File: src/rtl/i2cm_pkg.sv
`timescale 1ns / 1ps
// Shared types and constants for the I2C master bit engine.
// No dependencies; imported by every module of the block.
package i2cm_pkg;

  localparam logic [2:0] ACT_ADDR_WR   = 3'd0;
  localparam logic [2:0] ACT_ADDR_RD   = 3'd1;
  localparam logic [2:0] ACT_SEND      = 3'd2;
  localparam logic [2:0] ACT_READ_ACK  = 3'd3;
  localparam logic [2:0] ACT_READ_NACK = 3'd4;
  localparam logic [2:0] ACT_STOP      = 3'd5;

  localparam logic [1:0] ST_OK        = 2'd0;
  localparam logic [1:0] ST_ADDR_NACK = 2'd1;
  localparam logic [1:0] ST_DATA_NACK = 2'd2;

  localparam logic [7:0] ACK_TIMEOUT_RST = 8'd250;

  typedef enum logic [2:0] {
    KIND_NONE,
    KIND_ADDR,
    KIND_SEND,
    KIND_READ,
    KIND_STOP
  } kind_t;

  typedef enum logic [3:0] {
    PH_IDLE,
    PH_START_SDA,
    PH_START_SCL,
    PH_TX_DRIVE,
    PH_TX_HIGH,
    PH_TX_LOW,
    PH_ACK_REL,
    PH_ACK_HIGH,
    PH_ACK_POLL,
    PH_RX_HIGH,
    PH_RX_LOW,
    PH_MACK_LOW,
    PH_MACK_HIGH,
    PH_MACK_END,
    PH_STOP_B,
    PH_FAIL_STOP
  } phase_t;

  typedef struct packed {
    logic       sda_in;
    kind_t      kind;
    logic [2:0] act;
    logic [7:0] load;
    logic [7:0] retries;
    logic       stop_flag;
  } q_item_t;

endpackage

File: src/rtl/i2cm_front.sv
`timescale 1ns / 1ps
// Front end: takes input beats and classifies the offered command.
// Depends on i2cm_pkg; feeds i2cm_queue.
module i2cm_front
  import i2cm_pkg::*;
(
  input  logic       in_valid,
  output logic       in_ready,
  input  logic       in_sda_in,
  input  logic       in_cmd_valid,
  input  logic [2:0] in_action,
  input  logic [6:0] in_target_address,
  input  logic [7:0] in_data_byte,
  input  logic [7:0] in_retries,
  input  logic       in_stop_after,
  input  logic       q_full,
  output logic       q_push,
  output q_item_t    q_item
);

  assign in_ready = !q_full;
  assign q_push   = in_valid && !q_full;

  always_comb begin
    q_item           = '0;
    q_item.sda_in    = in_sda_in;
    q_item.act       = in_action;
    q_item.retries   = in_retries;
    q_item.kind      = KIND_NONE;
    if (in_cmd_valid) begin
      case (in_action)
        ACT_ADDR_WR, ACT_ADDR_RD: begin
          q_item.kind = KIND_ADDR;
          q_item.load = {in_target_address, in_action[0]};
        end
        ACT_SEND: begin
          q_item.kind      = KIND_SEND;
          q_item.load      = in_data_byte;
          q_item.stop_flag = in_stop_after;
        end
        ACT_READ_ACK, ACT_READ_NACK: begin
          q_item.kind      = KIND_READ;
          q_item.stop_flag = (in_action == ACT_READ_NACK);
        end
        ACT_STOP: begin
          q_item.kind = KIND_STOP;
        end
        default: begin
          q_item.kind = KIND_NONE;
        end
      endcase
    end
  end

endmodule

File: src/rtl/i2cm_queue.sv
`timescale 1ns / 1ps
// Short FIFO of classified beats between the front end and the engine.
// Depends on i2cm_pkg for the entry type.
module i2cm_queue
  import i2cm_pkg::*;
#(
  parameter int DEPTH = 4
) (
  input  logic    clk,
  input  logic    rst_n,
  input  logic    push,
  input  q_item_t push_item,
  output logic    full,
  input  logic    pop,
  output logic    head_valid,
  output q_item_t head_item
);

  localparam int AW = (DEPTH > 1) ? $clog2(DEPTH) : 1;
  localparam int CW = $clog2(DEPTH + 1);

  q_item_t         mem_r [DEPTH];
  logic [AW-1:0]   wr_ptr_r, wr_ptr_nxt;
  logic [AW-1:0]   rd_ptr_r, rd_ptr_nxt;
  logic [CW-1:0]   count_r, count_nxt;
  logic            do_push, do_pop;

  assign full       = (count_r == CW'(DEPTH));
  assign head_valid = (count_r != '0);
  assign head_item  = mem_r[rd_ptr_r];
  assign do_push    = push && !full;
  assign do_pop     = pop && head_valid;

  always_comb begin
    wr_ptr_nxt = wr_ptr_r;
    rd_ptr_nxt = rd_ptr_r;
    count_nxt  = count_r;
    if (do_push) begin
      wr_ptr_nxt = (wr_ptr_r == AW'(DEPTH - 1)) ? '0 : wr_ptr_r + 1'b1;
    end
    if (do_pop) begin
      rd_ptr_nxt = (rd_ptr_r == AW'(DEPTH - 1)) ? '0 : rd_ptr_r + 1'b1;
    end
    if (do_push && !do_pop) begin
      count_nxt = count_r + 1'b1;
    end else if (do_pop && !do_push) begin
      count_nxt = count_r - 1'b1;
    end
  end

  always_ff @(posedge clk) begin
    if (!rst_n) begin
      wr_ptr_r <= '0;
      rd_ptr_r <= '0;
      count_r  <= '0;
    end else begin
      wr_ptr_r <= wr_ptr_nxt;
      rd_ptr_r <= rd_ptr_nxt;
      count_r  <= count_nxt;
    end
  end

  always_ff @(posedge clk) begin
    if (do_push) begin
      mem_r[wr_ptr_r] <= push_item;
    end
  end

  a_count_bound: assert property (@(posedge clk) disable iff (!rst_n)
    count_r <= CW'(DEPTH))
    else $error("queue count exceeds depth");

endmodule

File: src/rtl/i2cm_engine.sv
`timescale 1ns / 1ps
// Back end: bus sequencer that advances one step per beat, plus the
// result register and the ack timeout register. Depends on i2cm_pkg.
module i2cm_engine
  import i2cm_pkg::*;
(
  input  logic       clk,
  input  logic       rst_n,
  input  logic       cfg_we,
  input  logic [7:0] cfg_wdata,
  input  logic       q_valid,
  input  q_item_t    q_item,
  output logic       q_pop,
  output logic       out_valid,
  input  logic       out_ready,
  output logic       out_scl_level,
  output logic       out_sda_level,
  output logic       out_busy_res,
  output logic       out_done_res,
  output logic [1:0] out_status,
  output logic [7:0] out_read_data
);

  phase_t      phase_r, phase_nxt;
  logic [3:0]  bit_cnt_r, bit_cnt_nxt;
  logic [7:0]  shift_r, shift_nxt;
  logic [7:0]  retries_r, retries_nxt;
  logic [7:0]  ack_wait_r, ack_wait_nxt;
  logic [2:0]  act_r, act_nxt;
  logic        stop_pend_r, stop_pend_nxt;
  logic        scl_r, scl_nxt;
  logic        sda_r, sda_nxt;
  logic [7:0]  ack_timeout_r;

  logic        out_valid_r;
  logic        out_scl_r, out_sda_r, out_busy_r, out_done_r;
  logic [1:0]  out_status_r;
  logic [7:0]  out_rd_r;

  logic        step;
  logic        done;
  logic [1:0]  status;
  logic [7:0]  rd;
  logic [3:0]  bit_inc;
  logic        byte_end;
  logic        ack_expired;
  logic        is_addr;
  logic        is_read;

  assign step        = q_valid && (!out_valid_r || out_ready);
  assign q_pop       = step;
  assign bit_inc     = bit_cnt_r + 4'd1;
  assign byte_end    = (bit_inc >= 4'd8);
  assign ack_expired = (ack_wait_r >= ack_timeout_r);
  assign is_addr     = (act_r == ACT_ADDR_WR) || (act_r == ACT_ADDR_RD);
  assign is_read     = (act_r == ACT_READ_ACK) || (act_r == ACT_READ_NACK);

  always_comb begin
    phase_nxt = phase_r;
    case (phase_r)
      PH_IDLE: begin
        case (q_item.kind)
          KIND_ADDR: phase_nxt = PH_START_SDA;
          KIND_SEND: phase_nxt = PH_TX_HIGH;
          KIND_READ: phase_nxt = PH_RX_HIGH;
          KIND_STOP: phase_nxt = PH_STOP_B;
          default:   phase_nxt = PH_IDLE;
        endcase
      end
      PH_START_SDA: phase_nxt = PH_START_SCL;
      PH_START_SCL: phase_nxt = PH_TX_DRIVE;
      PH_TX_DRIVE:  phase_nxt = PH_TX_HIGH;
      PH_TX_HIGH:   phase_nxt = PH_TX_LOW;
      PH_TX_LOW:    phase_nxt = byte_end ? PH_ACK_REL : PH_TX_DRIVE;
      PH_ACK_REL:   phase_nxt = PH_ACK_HIGH;
      PH_ACK_HIGH:  phase_nxt = PH_ACK_POLL;
      PH_ACK_POLL: begin
        if (!q_item.sda_in) begin
          phase_nxt = (act_r == ACT_SEND && stop_pend_r) ? PH_STOP_B : PH_IDLE;
        end else if (ack_expired) begin
          phase_nxt = PH_FAIL_STOP;
        end
      end
      PH_RX_HIGH:   phase_nxt = byte_end ? PH_MACK_LOW : PH_RX_LOW;
      PH_RX_LOW:    phase_nxt = PH_RX_HIGH;
      PH_MACK_LOW:  phase_nxt = PH_MACK_HIGH;
      PH_MACK_HIGH: phase_nxt = PH_MACK_END;
      PH_MACK_END:  phase_nxt = (act_r == ACT_READ_NACK) ? PH_STOP_B : PH_IDLE;
      PH_STOP_B:    phase_nxt = PH_IDLE;
      PH_FAIL_STOP: phase_nxt = (is_addr && retries_r != '0) ? PH_START_SDA : PH_IDLE;
      default:      phase_nxt = PH_IDLE;
    endcase
  end

  always_comb begin
    bit_cnt_nxt   = bit_cnt_r;
    shift_nxt     = shift_r;
    retries_nxt   = retries_r;
    ack_wait_nxt  = ack_wait_r;
    act_nxt       = act_r;
    stop_pend_nxt = stop_pend_r;
    scl_nxt       = scl_r;
    sda_nxt       = sda_r;
    done          = 1'b0;
    status        = ST_OK;
    rd            = '0;
    case (phase_r)
      PH_IDLE: begin
        if (q_item.kind != KIND_NONE) begin
          act_nxt       = q_item.act;
          bit_cnt_nxt   = '0;
          ack_wait_nxt  = '0;
          stop_pend_nxt = 1'b0;
          case (q_item.kind)
            KIND_ADDR: begin
              shift_nxt   = q_item.load;
              retries_nxt = q_item.retries;
              scl_nxt     = 1'b1;
              sda_nxt     = 1'b1;
            end
            KIND_SEND: begin
              shift_nxt     = {q_item.load[6:0], q_item.load[7]};
              sda_nxt       = q_item.load[7];
              stop_pend_nxt = q_item.stop_flag;
            end
            KIND_READ: begin
              shift_nxt     = '0;
              stop_pend_nxt = q_item.stop_flag;
              scl_nxt       = 1'b0;
              sda_nxt       = 1'b1;
            end
            default: begin
              scl_nxt = 1'b0;
              sda_nxt = 1'b0;
            end
          endcase
        end
      end
      PH_START_SDA: sda_nxt = 1'b0;
      PH_START_SCL: begin
        scl_nxt     = 1'b0;
        bit_cnt_nxt = '0;
      end
      PH_TX_DRIVE: begin
        sda_nxt   = shift_r[7];
        shift_nxt = {shift_r[6:0], shift_r[7]};
      end
      PH_TX_HIGH: scl_nxt = 1'b1;
      PH_TX_LOW: begin
        scl_nxt     = 1'b0;
        bit_cnt_nxt = byte_end ? '0 : bit_inc;
      end
      PH_ACK_REL: sda_nxt = 1'b1;
      PH_ACK_HIGH: begin
        scl_nxt      = 1'b1;
        ack_wait_nxt = '0;
      end
      PH_ACK_POLL: begin
        if (!q_item.sda_in) begin
          scl_nxt = 1'b0;
          if (act_r == ACT_SEND && stop_pend_r) begin
            sda_nxt = 1'b0;
          end else begin
            done = 1'b1;
          end
        end else if (ack_expired) begin
          scl_nxt = 1'b0;
          sda_nxt = 1'b0;
        end else begin
          ack_wait_nxt = ack_wait_r + 8'd1;
        end
      end
      PH_RX_HIGH: begin
        scl_nxt     = 1'b1;
        shift_nxt   = {shift_r[6:0], q_item.sda_in};
        bit_cnt_nxt = byte_end ? '0 : bit_inc;
      end
      PH_RX_LOW: scl_nxt = 1'b0;
      PH_MACK_LOW: begin
        scl_nxt = 1'b0;
        sda_nxt = (act_r == ACT_READ_NACK);
      end
      PH_MACK_HIGH: scl_nxt = 1'b1;
      PH_MACK_END: begin
        scl_nxt = 1'b0;
        if (act_r == ACT_READ_NACK) begin
          sda_nxt = 1'b0;
        end else begin
          done = 1'b1;
          rd   = shift_r;
        end
      end
      PH_STOP_B: begin
        scl_nxt = 1'b1;
        sda_nxt = 1'b1;
        done    = 1'b1;
        if (is_read) begin
          rd = shift_r;
        end
      end
      default: begin
        scl_nxt = 1'b1;
        sda_nxt = 1'b1;
        if (is_addr && retries_r != '0) begin
          retries_nxt = retries_r - 8'd1;
          bit_cnt_nxt = '0;
        end else begin
          done   = 1'b1;
          status = is_addr ? ST_ADDR_NACK : ST_DATA_NACK;
        end
      end
    endcase
  end

  always_ff @(posedge clk) begin
    if (!rst_n) begin
      phase_r       <= PH_IDLE;
      bit_cnt_r     <= '0;
      shift_r       <= '0;
      retries_r     <= '0;
      ack_wait_r    <= '0;
      act_r         <= '0;
      stop_pend_r   <= 1'b0;
      scl_r         <= 1'b1;
      sda_r         <= 1'b1;
      out_valid_r   <= 1'b0;
    end else begin
      if (step) begin
        phase_r     <= phase_nxt;
        bit_cnt_r   <= bit_cnt_nxt;
        shift_r     <= shift_nxt;
        retries_r   <= retries_nxt;
        ack_wait_r  <= ack_wait_nxt;
        act_r       <= act_nxt;
        stop_pend_r <= stop_pend_nxt;
        scl_r       <= scl_nxt;
        sda_r       <= sda_nxt;
        out_valid_r <= 1'b1;
      end else if (out_ready) begin
        out_valid_r <= 1'b0;
      end
    end
  end

  always_ff @(posedge clk) begin
    if (!rst_n) begin
      ack_timeout_r <= ACK_TIMEOUT_RST;
    end else if (cfg_we) begin
      ack_timeout_r <= cfg_wdata;
    end
  end

  always_ff @(posedge clk) begin
    if (step) begin
      out_scl_r    <= scl_nxt;
      out_sda_r    <= sda_nxt;
      out_busy_r   <= (phase_nxt != PH_IDLE);
      out_done_r   <= done;
      out_status_r <= status;
      out_rd_r     <= rd;
    end
  end

  assign out_valid     = out_valid_r;
  assign out_scl_level = out_scl_r;
  assign out_sda_level = out_sda_r;
  assign out_busy_res  = out_busy_r;
  assign out_done_res  = out_done_r;
  assign out_status    = out_status_r;
  assign out_read_data = out_rd_r;

  a_done_not_busy: assert property (@(posedge clk) disable iff (!rst_n)
    out_valid_r && out_done_r |-> !out_busy_r)
    else $error("finished beat still reports busy");

  a_status_needs_done: assert property (@(posedge clk) disable iff (!rst_n)
    out_valid_r && (out_status_r != ST_OK) |-> out_done_r)
    else $error("status reported without completion");

  a_bit_count_range: assert property (@(posedge clk) disable iff (!rst_n)
    bit_cnt_r < 4'd8)
    else $error("bit counter out of range");

endmodule

File: src/rtl/i2c_master_bit_engine_unit.sv
`timescale 1ns / 1ps
// I2C master bit engine, top level: one input beat is one 5 us bus tick and
// yields exactly one result beat with the driven SCL/SDA levels and status.
// Beats are taken one per clock cycle while the queue is not full. A beat is
// written into the queue when it is accepted; a later sequencer step pops it and
// loads the result register, a step that is held off while an earlier result
// waits on out_ready. The queue lets the input side keep going while a result
// waits, up to QUEUE_DEPTH beats. Write ack_timeout only while idle.
// Depends on i2cm_pkg, i2cm_front, i2cm_queue and i2cm_engine.
module i2c_master_bit_engine_unit
  import i2cm_pkg::*;
#(
  parameter int QUEUE_DEPTH = 4
) (
  input  logic       clk,
  input  logic       rst_n,
  input  logic       cfg_we,
  input  logic [7:0] cfg_wdata,
  input  logic       in_valid,
  output logic       in_ready,
  input  logic       in_sda_in,
  input  logic       in_cmd_valid,
  input  logic [2:0] in_action,
  input  logic [6:0] in_target_address,
  input  logic [7:0] in_data_byte,
  input  logic [7:0] in_retries,
  input  logic       in_stop_after,
  output logic       out_valid,
  input  logic       out_ready,
  output logic       out_scl_level,
  output logic       out_sda_level,
  output logic       out_busy_res,
  output logic       out_done_res,
  output logic [1:0] out_status,
  output logic [7:0] out_read_data
);

  logic    q_full;
  logic    q_push;
  q_item_t q_push_item;
  logic    q_pop;
  logic    q_head_valid;
  q_item_t q_head_item;

  i2cm_front u_front (
    .in_valid          (in_valid),
    .in_ready          (in_ready),
    .in_sda_in         (in_sda_in),
    .in_cmd_valid      (in_cmd_valid),
    .in_action         (in_action),
    .in_target_address (in_target_address),
    .in_data_byte      (in_data_byte),
    .in_retries        (in_retries),
    .in_stop_after     (in_stop_after),
    .q_full            (q_full),
    .q_push            (q_push),
    .q_item            (q_push_item)
  );

  i2cm_queue #(
    .DEPTH (QUEUE_DEPTH)
  ) u_queue (
    .clk        (clk),
    .rst_n      (rst_n),
    .push       (q_push),
    .push_item  (q_push_item),
    .full       (q_full),
    .pop        (q_pop),
    .head_valid (q_head_valid),
    .head_item  (q_head_item)
  );

  i2cm_engine u_engine (
    .clk           (clk),
    .rst_n         (rst_n),
    .cfg_we        (cfg_we),
    .cfg_wdata     (cfg_wdata),
    .q_valid       (q_head_valid),
    .q_item        (q_head_item),
    .q_pop         (q_pop),
    .out_valid     (out_valid),
    .out_ready     (out_ready),
    .out_scl_level (out_scl_level),
    .out_sda_level (out_sda_level),
    .out_busy_res  (out_busy_res),
    .out_done_res  (out_done_res),
    .out_status    (out_status),
    .out_read_data (out_read_data)
  );

endmodule
File: config.mk
export PLATFORM = sky130hd
export DESIGN_NAME = i2c_master_bit_engine_unit
export DESIGN_NICKNAME = d
export VERILOG_FILES = /design/src/rtl/i2cm_pkg.sv /design/src/rtl/i2cm_front.sv /design/src/rtl/i2cm_queue.sv /design/src/rtl/i2cm_engine.sv /design/src/rtl/i2c_master_bit_engine_unit.sv
export SDC_FILE = /design/constraint.sdc
export NUM_CORES = 1
export LEC_CHECK = 0
export BUFFER_PORTS_ARGS = -buffer_cell sky130_fd_sc_hd__buf_2
export CAP_MARGIN = 20
export CORE_MARGIN = 2
export CORE_UTILIZATION = 40
export DETAILED_ROUTE_END_ITERATION = 8
export SKIP_CTS_REPAIR_TIMING = 1
export SYNTH_ARGS = -nofsm -noshare
export SYNTH_HDL_FRONTEND = slang
export SYNTH_HIERARCHICAL = 1
export SYNTH_SLANG_ARGS = --single-unit
File: constraint.sdc
create_clock -name clk -period 4.35 [get_ports clk]
set_clock_uncertainty 0.05 [all_clocks]
set_input_delay 0.2175 -clock clk [delete_from_list [all_inputs] [get_ports clk]]
set_output_delay 0.2175 -clock clk [all_outputs]
set_load 0.005 [all_outputs]
# ---- Word-level counts from Yosys, hierarchy flattened
# Memories as Yosys holds them, arrays and structs flattened. A register that Yosys moved wholly into a read port is not among the register bits.
# Index checks and enable logic that the tools add are counted.
dict set report word_totals {
  register_bits 68
  mem_bits_rw 96
  out_inout_bits 16
  memories 1
}
dict set report classes {
  add_sub_neg 7
  order_cmp 2
  n_eq_ne 36
  n_mux 62
  bitwise_logic 2
  reduce_logical 45
}
# name depth width rd rd_clocked_by_memory_dff write_ports line
set memory_table {}
lappend memory_table {u_queue.mem_r 4 24 1 1 1 i2cm_queue.sv:22} ;# q_item_t mem_r [DEPTH];
# op count
set op_table {}
lappend op_table {{$mux 8} 10}
lappend op_table {{$pmux 8 s3} 3}
lappend op_table {{$pmux 4 s16} 1}
lappend op_table {{$pmux 8 s2} 3}
lappend op_table {{$eq 4x4->1 const B} 8}
lappend op_table {{$pmux 4 s4} 2}
lappend op_table {{$mux 4} 7}
lappend op_table {{$mux 1} 20}
lappend op_table {{$eq 3x2->1 const B} 6}
lappend op_table {{$eq 4x3->1 const B} 4}
lappend op_table {{$reduce_or 16->1} 1}
lappend op_table {{$eq 3x3->1 const B} 5}
lappend op_table {{$reduce_or 14->1} 1}
lappend op_table {{$mux 3} 4}
lappend op_table {{$pmux 3 s4} 1}
lappend op_table {{$reduce_bool 3->1} 4}
lappend op_table {{$reduce_or 12->1} 1}
lappend op_table {{$reduce_or 11->1} 1}
lappend op_table {{$mux 2} 5}
lappend op_table {{$reduce_and 5->1} 2}
lappend op_table {{$reduce_or 2->1} 5}
lappend op_table {{$eq 3x1->1 const B} 3}
lappend op_table {{$add 8x1->8 const B} 1}
lappend op_table {{$eq 4x2->1 const B} 2}
lappend op_table {{29 further kinds} 54}

# ---- Depth between registers and ports, before layout
# Gate-level depths: netlist of the first run.
dict set report logic_depth {
  ltp_word 8
  depth_mapped 10
  ltp_nobuf 10
}

# ---- Cells and area by module
# The synthesis of the first run kept the hierarchy.
# module instances cells_per_inst area_each_um2 seq_area_each_um2
set modules_own_cells {}
lappend modules_own_cells {i2cm_queue 1 177 3967.6 3062.9}
lappend modules_own_cells {i2cm_engine 1 450 3683.5 1361.3}
lappend modules_own_cells {i2cm_front 1 54 390.4 0.0}

# ---- Least setup slack after synthesis of the first run
# Ideal clock, no wire load.
dict set report synth_path {
  path_type {register to register}
  start {register u_queue.count_r[1]}
  end {register u_queue.count_r[2]}
  arrival_ns 2.607
  t_required_ns 4.224
  path_slack_ns 1.617
  path_stages_with_launch 11
  n_path_buf 0
  synth_period_minus_slack_ns 2.733
  cell_sequence {dfxtp_1 > or3_1 > nand2_1 > inv_2 > o31ai_1 > ha_1 > inv_1 > fa_1 > xor2_1 > or3_1 > a21boi_0}
}
dict set report synth_between {
  elab_cells_between_ends 16
}
# element line
set synth_rtl {}
lappend synth_rtl {{start, declared} i2cm_queue.sv:25} ;# logic [CW-1:0] count_r, count_nxt;
lappend synth_rtl {{start signal, assigned} i2cm_queue.sv:59} ;# count_r <= count_nxt;
lappend synth_rtl {{$reduce_bool 3->1 *} i2cm_queue.sv:29} ;# assign head_valid = (count_r != '0);
lappend synth_rtl {{net q_head_valid} i2c_master_bit_engine_unit.sv:42} ;# logic q_head_valid;
lappend synth_rtl {{$logic_and 1x1->1 *} i2cm_engine.sv:50} ;# assign step = q_valid && (!out_valid_r || out_ready);
lappend synth_rtl {{net q_pop} i2c_master_bit_engine_unit.sv:41} ;# logic q_pop;
lappend synth_rtl {{$logic_and 1x1->1 *} i2cm_queue.sv:32} ;# assign do_pop = pop && head_valid;
lappend synth_rtl {{$logic_not 1->1} i2cm_queue.sv:44} ;# if (do_push && !do_pop) begin
lappend synth_rtl {{$logic_and 1x1->1} i2cm_queue.sv:44}
lappend synth_rtl {{$mux 3 / $reduce_bool 2->1 (equally long branches)} -}
# Mark *: on every way through the listed nets, which the timed path passes. The rest lies on a longest branch. The select of a mux whose other input is x is not followed.
# A chain may end at the register's enable or synchronous reset.

# ---- Final worst setup path of the first run
# Same ends and word-level chain as after synthesis.

==> flow_summary.yaml, run 1 <==
clock_network:
  insertion_delay_ps: 430
  cts-root-buf: "clkbuf_16"
  clk_pin_slew_ps: 70
  cts_tree: "built"
  cts.sinks: 166
  h-tree-depth: 4
  cts.path.max_buffers: 2
  numCtsBuffers: 17
logic_synthesis:
  syn_area_mm2: 0.00804
  synth-xor-area-share: 0.00653
  synth_cells: 681
  synth_cell_types: 73
  synth_fa_ha_area_frac: 0.0305
  synth_warnings: 6
  ys.flop_type: "edfxtp_1"
  yosysTopAreaCellShare: 0.411
  synth_fp_nets: 742
  synth_top_family_by_area: "simple AND/OR/NAND/NOR gates"
  synthSimpleGateAreaFrac: 0.161
  synth_compound_area_frac: 0.121
  syn_area_per_cell_um2: 11.8
  muxShareOfSynthArea: 0.0828
  synth_largest_area_cell: "edfxtp_1"
  ys_ff_latch: 166
  synth_seq_area_share: 0.550
  synthTopCellsByArea: "edfxtp_1 (41%), dfxtp_1 (14%), mux4_2 (5.6%)"
  synth_common_cells: "edfxtp_1 (110), dfxtp_1 (56), nand2_1 (56)"
  synthArstFlopShare: 0
  synth_edf_count: 110
  synth.most_common_cell: "edfxtp_1"
power:
  p_leak_nw: 3.32
  ir_drop_mv: 0.361
  power_density_mw_per_mm2: 612
setup_path:
  cp_data_arrival_time_ps: 3490
  cp-startpoint: "u_queue/count_r[1]"
  cpPeakStageDelay_ps: 400
  crit_chain: "or3_1 > nand2_1 > inv_2 > o31ai_1 > ha_1 > inv_1 > fa_1 > xor2_1 > or3_1 > a21boi_0"
  path_class: "flop to flop"
  crit_top_cell: "or3_1"
  crit_required_ps: 4650
  crit_fanout: 24
  critPathBufInv: 2
  timing.rr.start: "u_queue/count_r[1]"
  cp-end-kind: "flop"
  critical_path.slowest_cell: "or3_1"
  cp-start-kind: "flop"
  crit_family: "simple AND/OR/NAND/NOR gates"
detailed_routing:
  via_per_inst: 5.41
  dr.pass1.iters: 6
  antenna_left: 0
  wire_per_inst_um: 16.9
  first_iter_violations: 368
  drc: 0
  drt_wl_total_um: 17000
  vias: 5443
cells_and_area:
  instances_no_fill: 1007
  syn2layout_area_growth_pct: 13.8
  stdcell_area_mm2: 0.00915
  drive_gt1_frac: 0.187
  nets: 791
  finish.utilization: 0.467
  diodes: 0
sta:
  worstMarginPinSlew_ps: 985
  final-hold-violation-count: 0
  finalSetupViolCount: 0
  period_share: 0.732
  timing.final.max_slew_violations: 0
  relSlewSlack: 0.343
  setup_tns_ps: 0
  fmax_ghz: 0.314
  rsz0062_at_grt: "false"
  fin_crit_ps: 3190
grt:
  grt_usage: 0.165
  antenna_found_initial: 0
  top_usage_layer: "met2"
  grt_max_degree: 61
  grt_overflow_total: 0
  grt_pass1_vias: 5366
  grt_use_met2: 0.273
  met1_usage: 0.214
  grt_pass1_wl_um: 27900
  use_met3: 0.0320
worst_hold_path:
  hold_path_startpoint: "cfg_wdata[2]"
  hp-class: "input pin to flop"
die:
  ioPinCount: 58
  die_h_um: 146
  fp.dieArea_mm2: 0.0213
  fp.dieW_um: 146
  core-area_mm2: 0.0196
  initial_utilization: 0.410
  rows: 51
run_status:
  outcome: "completed"
placement:
  placed_cell_area_mm2: 0.00843
  globalplace.congestion: 0.956
  hpwl_um: 11500
  port_buffers: 57
  dpl.cell_count: 961
run:
  maxCapViolCount: 0
-- path summary, 6_finish.rpt --
kind | end | slack [ps] | depth (start not counted)
worst min register to register | u_engine/ack_timeout_r[5] | 440 | 2
worst max register to register | u_queue/count_r[2] | 1160 | 10
worst min-delay path | u_engine/ack_timeout_r[2] | 20 | 3
worst max-delay path | u_queue/count_r[2] | 1160 | 10
-- kinds of logic (layout without fill, tap and decap cells) --
family | Yosys count | in the layout
multiplexers | 35 | 35
flip-flops | 166 | 166
adder cells (fa/ha/maj) | 19 | 19
AND/OR/NAND/NOR | 231 | 231
buffers and inverters | 76 | 137
XOR/XNOR | 6 | 6
AO/OA/AOI/OAI | 148 | 148
-- area by class of cell --
class                      instances  area (um2)
fill                            1785       10400
sequential                       166        4420
multi-input combinational        439        3230
timing repair buffer              80         495
clock buffer                      17         425
tap                              265         332
clock inverter                    14         143
inverter                          26        97.6
-- cells in the final DEF (no fill, tap or decap), drive strengths merged, types with 7 or more instances in the layout --
cell / instances
mux2i: 11
o211ai: 13
nand2: 56
nor4bb: 8
mux4: 24
buf: 65
o21ai: 36
dfxtp: 56
clkbuf: 17
nor3: 11
dlygate4sd3: 15
and2: 23
edfxtp: 110
a21oi: 46
nand2b: 20
ha: 18
clkinv: 7
o31ai: 8
nor2b: 15
nand3: 12
nor2: 38
nand3b: 12
or3: 12
inv: 32
-- registers in the layout, summed over array words and instances, names as in the netlist, 2 cells and up, named ones only --
| name | cells |
|---|---|
| u_engine/out_status | 2 |
| u_engine/act_r | 3 |
| u_engine/bit_cnt_r | 4 |
| u_engine/retries_r | 8 |
| u_queue/wr_ptr_r | 2 |
| u_queue/rd_ptr_r | 2 |
| u_queue/count_r | 3 |
| u_engine/ack_timeout_r | 8 |
| u_engine/out_read_data | 8 |
| u_engine/shift_r | 8 |
| u_queue/mem_r | 96 |
| u_engine/phase_r | 4 |
| u_engine/ack_wait_r | 8 |
-- per-stage QoR --
step | setup WS [ps] | hold slack [ps] | total power, mW
after CTS | 1150 | -65.9 | 5.63
after detailed placement | 1170 | 385 | 4.16
after floorplan | 1620 | 298 | 3.69
final | 1160 | 21.3 | 5.60
after global routing | 900 | 40.4 | 5.96
after global placement | 1330 | 376 | 4.12
-- power by group --
part           total [mW]  internal (mW)  leakage [nW]  switching (mW)
Clock                1.45          0.803         0.282           0.645
Combinational        1.94          0.805          1.56            1.13
Sequential           2.21           1.99          1.48           0.223
Total                5.60           3.60          3.32            2.00
-- layer usage --
metal	wire, um	part of all wire
met3	714	0.042
met2	8230	0.48
met5	0	0
met4	408	0.024
met1	7690	0.45
-- worst register-to-register path, cell delays in order, from the launching register on --
cell and delay [ps]:
dfxtp_1 370, or3_1 400, nand2_1 310, inv_2 310
o31ai_1 260, ha_1 300, inv_1 70, fa_1 390
xor2_1 180, or3_1 310, a21boi_0 160
(Power assumes the default switching activity.)
==> inputs of run 2 (changes only) <==
- clock period: 4.35 -> 3.3 ns (I/O delays scaled with it)
==> flow_summary.yaml, run 2 (synthesized netlist as in run 1, its figures left out) <==
run_status:
  outcome: "finished, violations left"
  violations: "hold timing"
power:
  power_density_mw_per_mm2: 810
  pwr-share-comb: 0.362
  ir_drop_mv: 0.482
  p_sw_frac: 0.350
  p_sw_mw: 2.63
  clkPwrFrac: 0.259
  p_leak_nw: 3.38
  power_frac_seq: 0.379
  p_int_mw: 4.88
sta:
  period_share: 0.861
  fmax_ghz: 0.352
  timing.final.max_slew_violations: 0
  final-hold-violation-count: 1
  fin_crit_ps: 2840
  setup_ws_ps: 457
  relSlewSlack: 0.342
  rsz0062_at_grt: "false"
  whs_ps: -21.9
  finalSetupViolCount: 0
  worstMarginPinSlew_ps: 980
  setup_tns_ps: 0
detailed_routing:
  via_per_inst: 5.31
  drc: 0
  vias: 5420
  antenna_left: 0
  drt_wl_total_um: 17000
  wire_per_inst_um: 16.7
  first_iter_violations: 490
  dr.pass1.iters: 5
worst_hold_path:
  hp-class: "input pin to flop"
clock_network:
  cts.path.max_buffers: 2
  numCtsBuffers: 17
  insertion_delay_ps: 420
  h-tree-depth: 4
  clk_pin_slew_ps: 60
  cts_tree: "built"
  cts-root-buf: "clkbuf_16"
  cts.sinks: 166
cells_and_area:
  regMostFlops: "u_queue/mem_r"
  largest_reg_flops: 96
  final_cell_mix: "edfxtp_1 (110), buf_2 (57), nand2_1 (56), dfxtp_1 (56), a21oi_1 (38)"
  nets: 804
  instances_no_fill: 1020
  drive_gt1_frac: 0.196
  stdcell_area_mm2: 0.00926
  syn2layout_area_growth_pct: 15.2
  diodes: 0
  final_common_cell: "edfxtp_1"
setup_path:
  crit_top_cell: "or3_1"
  crit_chain: "or3_1 > nand2_1 > inv_2 > o31ai_1 > ha_1 > inv_1 > fa_1 > xor2_1 > or3_1 > a21boi_0"
  crit_required_ps: 3590
  cp_data_arrival_time_ps: 3130
  critical_path.slowest_cell: "or3_1"
  crit_fanout: 10
  cp-end-kind: "flop"
  cpPeakStageDelay_ps: 400
  path_class: "flop to flop"
  cp-start-kind: "flop"
grt:
  grt_max_degree: 38
  antenna_found_initial: 0
  grt_pass1_wl_um: 27400
  grt_pass1_vias: 5342
  grt_usage: 0.162
  grt_overflow_total: 0
die:
  initial_utilization: 0.410
  rows: 51
  fp.dieArea_mm2: 0.0213
  ioPinCount: 58
  fp.dieW_um: 146
  die_h_um: 146
  core-area_mm2: 0.0196
placement:
  hpwl_um: 11600
  port_buffers: 57
  dpl.cell_count: 972
  placed_cell_area_mm2: 0.00851
  globalplace.congestion: 0.863
  post-place-ws_ps: 460
run:
  maxCapViolCount: 0
[run 2: changes by cell type in the layout (fill, tap and decap cells not counted), sizes merged]
cell,change
buf,+11
bufinv,+1
clkbuf,+2
clkinv,-5
clkinvlp,+3
dlygate4sd3,+2
inv,-1
[run 2: area by class of cell]
class / instances / area (um2)
Timing Repair Buffer: 93 / 598
Clock buffer: 19 / 433
Clock inverter: 12 / 144
Inverter: 26 / 97.6
Sequential cell: 166 / 4420
Tap cell: 265 / 332
Multi-Input combinational cell: 439 / 3230
Fill cell: 1772 / 10300
[run 2: worst max-delay path, delay by kind of cell, from the launching register on]
family,cells,cell delay [ps]
compound gates,2,350
flops,1,360
fa+ha+maj,2,660
xor+xnor,1,170
buf+inv,2,130
simple gates,3,1030
[run 2: power groups by stage]
| stage | clock network [mW] | registers (mW) | logic [mW] |
|---|---|---|---|
| global route | 2.08 | 2.89 | 3.01 |
| global placement | 0 | 2.88 | 2.65 |
| detailed placement | 0 | 2.89 | 2.70 |
| finish | 1.94 | 2.84 | 2.72 |
| CTS | 1.99 | 2.85 | 2.71 |
| floorplan | 0 | 2.80 | 2.07 |
[run 2: path summary, 6_finish.rpt]
| kind | startpoint | end | slack (ps) | cells past startpoint |
|---|---|---|---|---|
| worst max-delay path | u_queue/count_r[1] | u_queue/count_r[2] | 460 | 10 |
| worst min register to register | u_engine/bit_cnt_r[1] | u_engine/bit_cnt_r[1] | 440 | 2 |
| worst max register to register | u_queue/count_r[1] | u_queue/count_r[2] | 460 | 10 |
| worst min-delay path | cfg_wdata[2] | u_engine/ack_timeout_r[2] | -20 | 3 |
[run 2: metrics by stage]
stage / power, mW / util
floorplan: 4.87 / -
global placement: 5.53 / 0.435
detailed placement: 5.59 / 0.435
CTS: 7.55 / 0.464
global route: 7.99 / 0.473
finish: 7.50 / 0.473
[run 2: routing by layer]
| metal | wire length, um | up-vias | track usage |
|---|---|---|---|
| li1 | - | 2654 | - |
| met1 | 7930 | 2601 | 0.217 |
| met2 | 8030 | 145 | 0.260 |
| met3 | 759 | 20 | 0.0398 |
| met4 | 292 | 0 | 0.0500 |
| met5 | 0 | - | 0 |
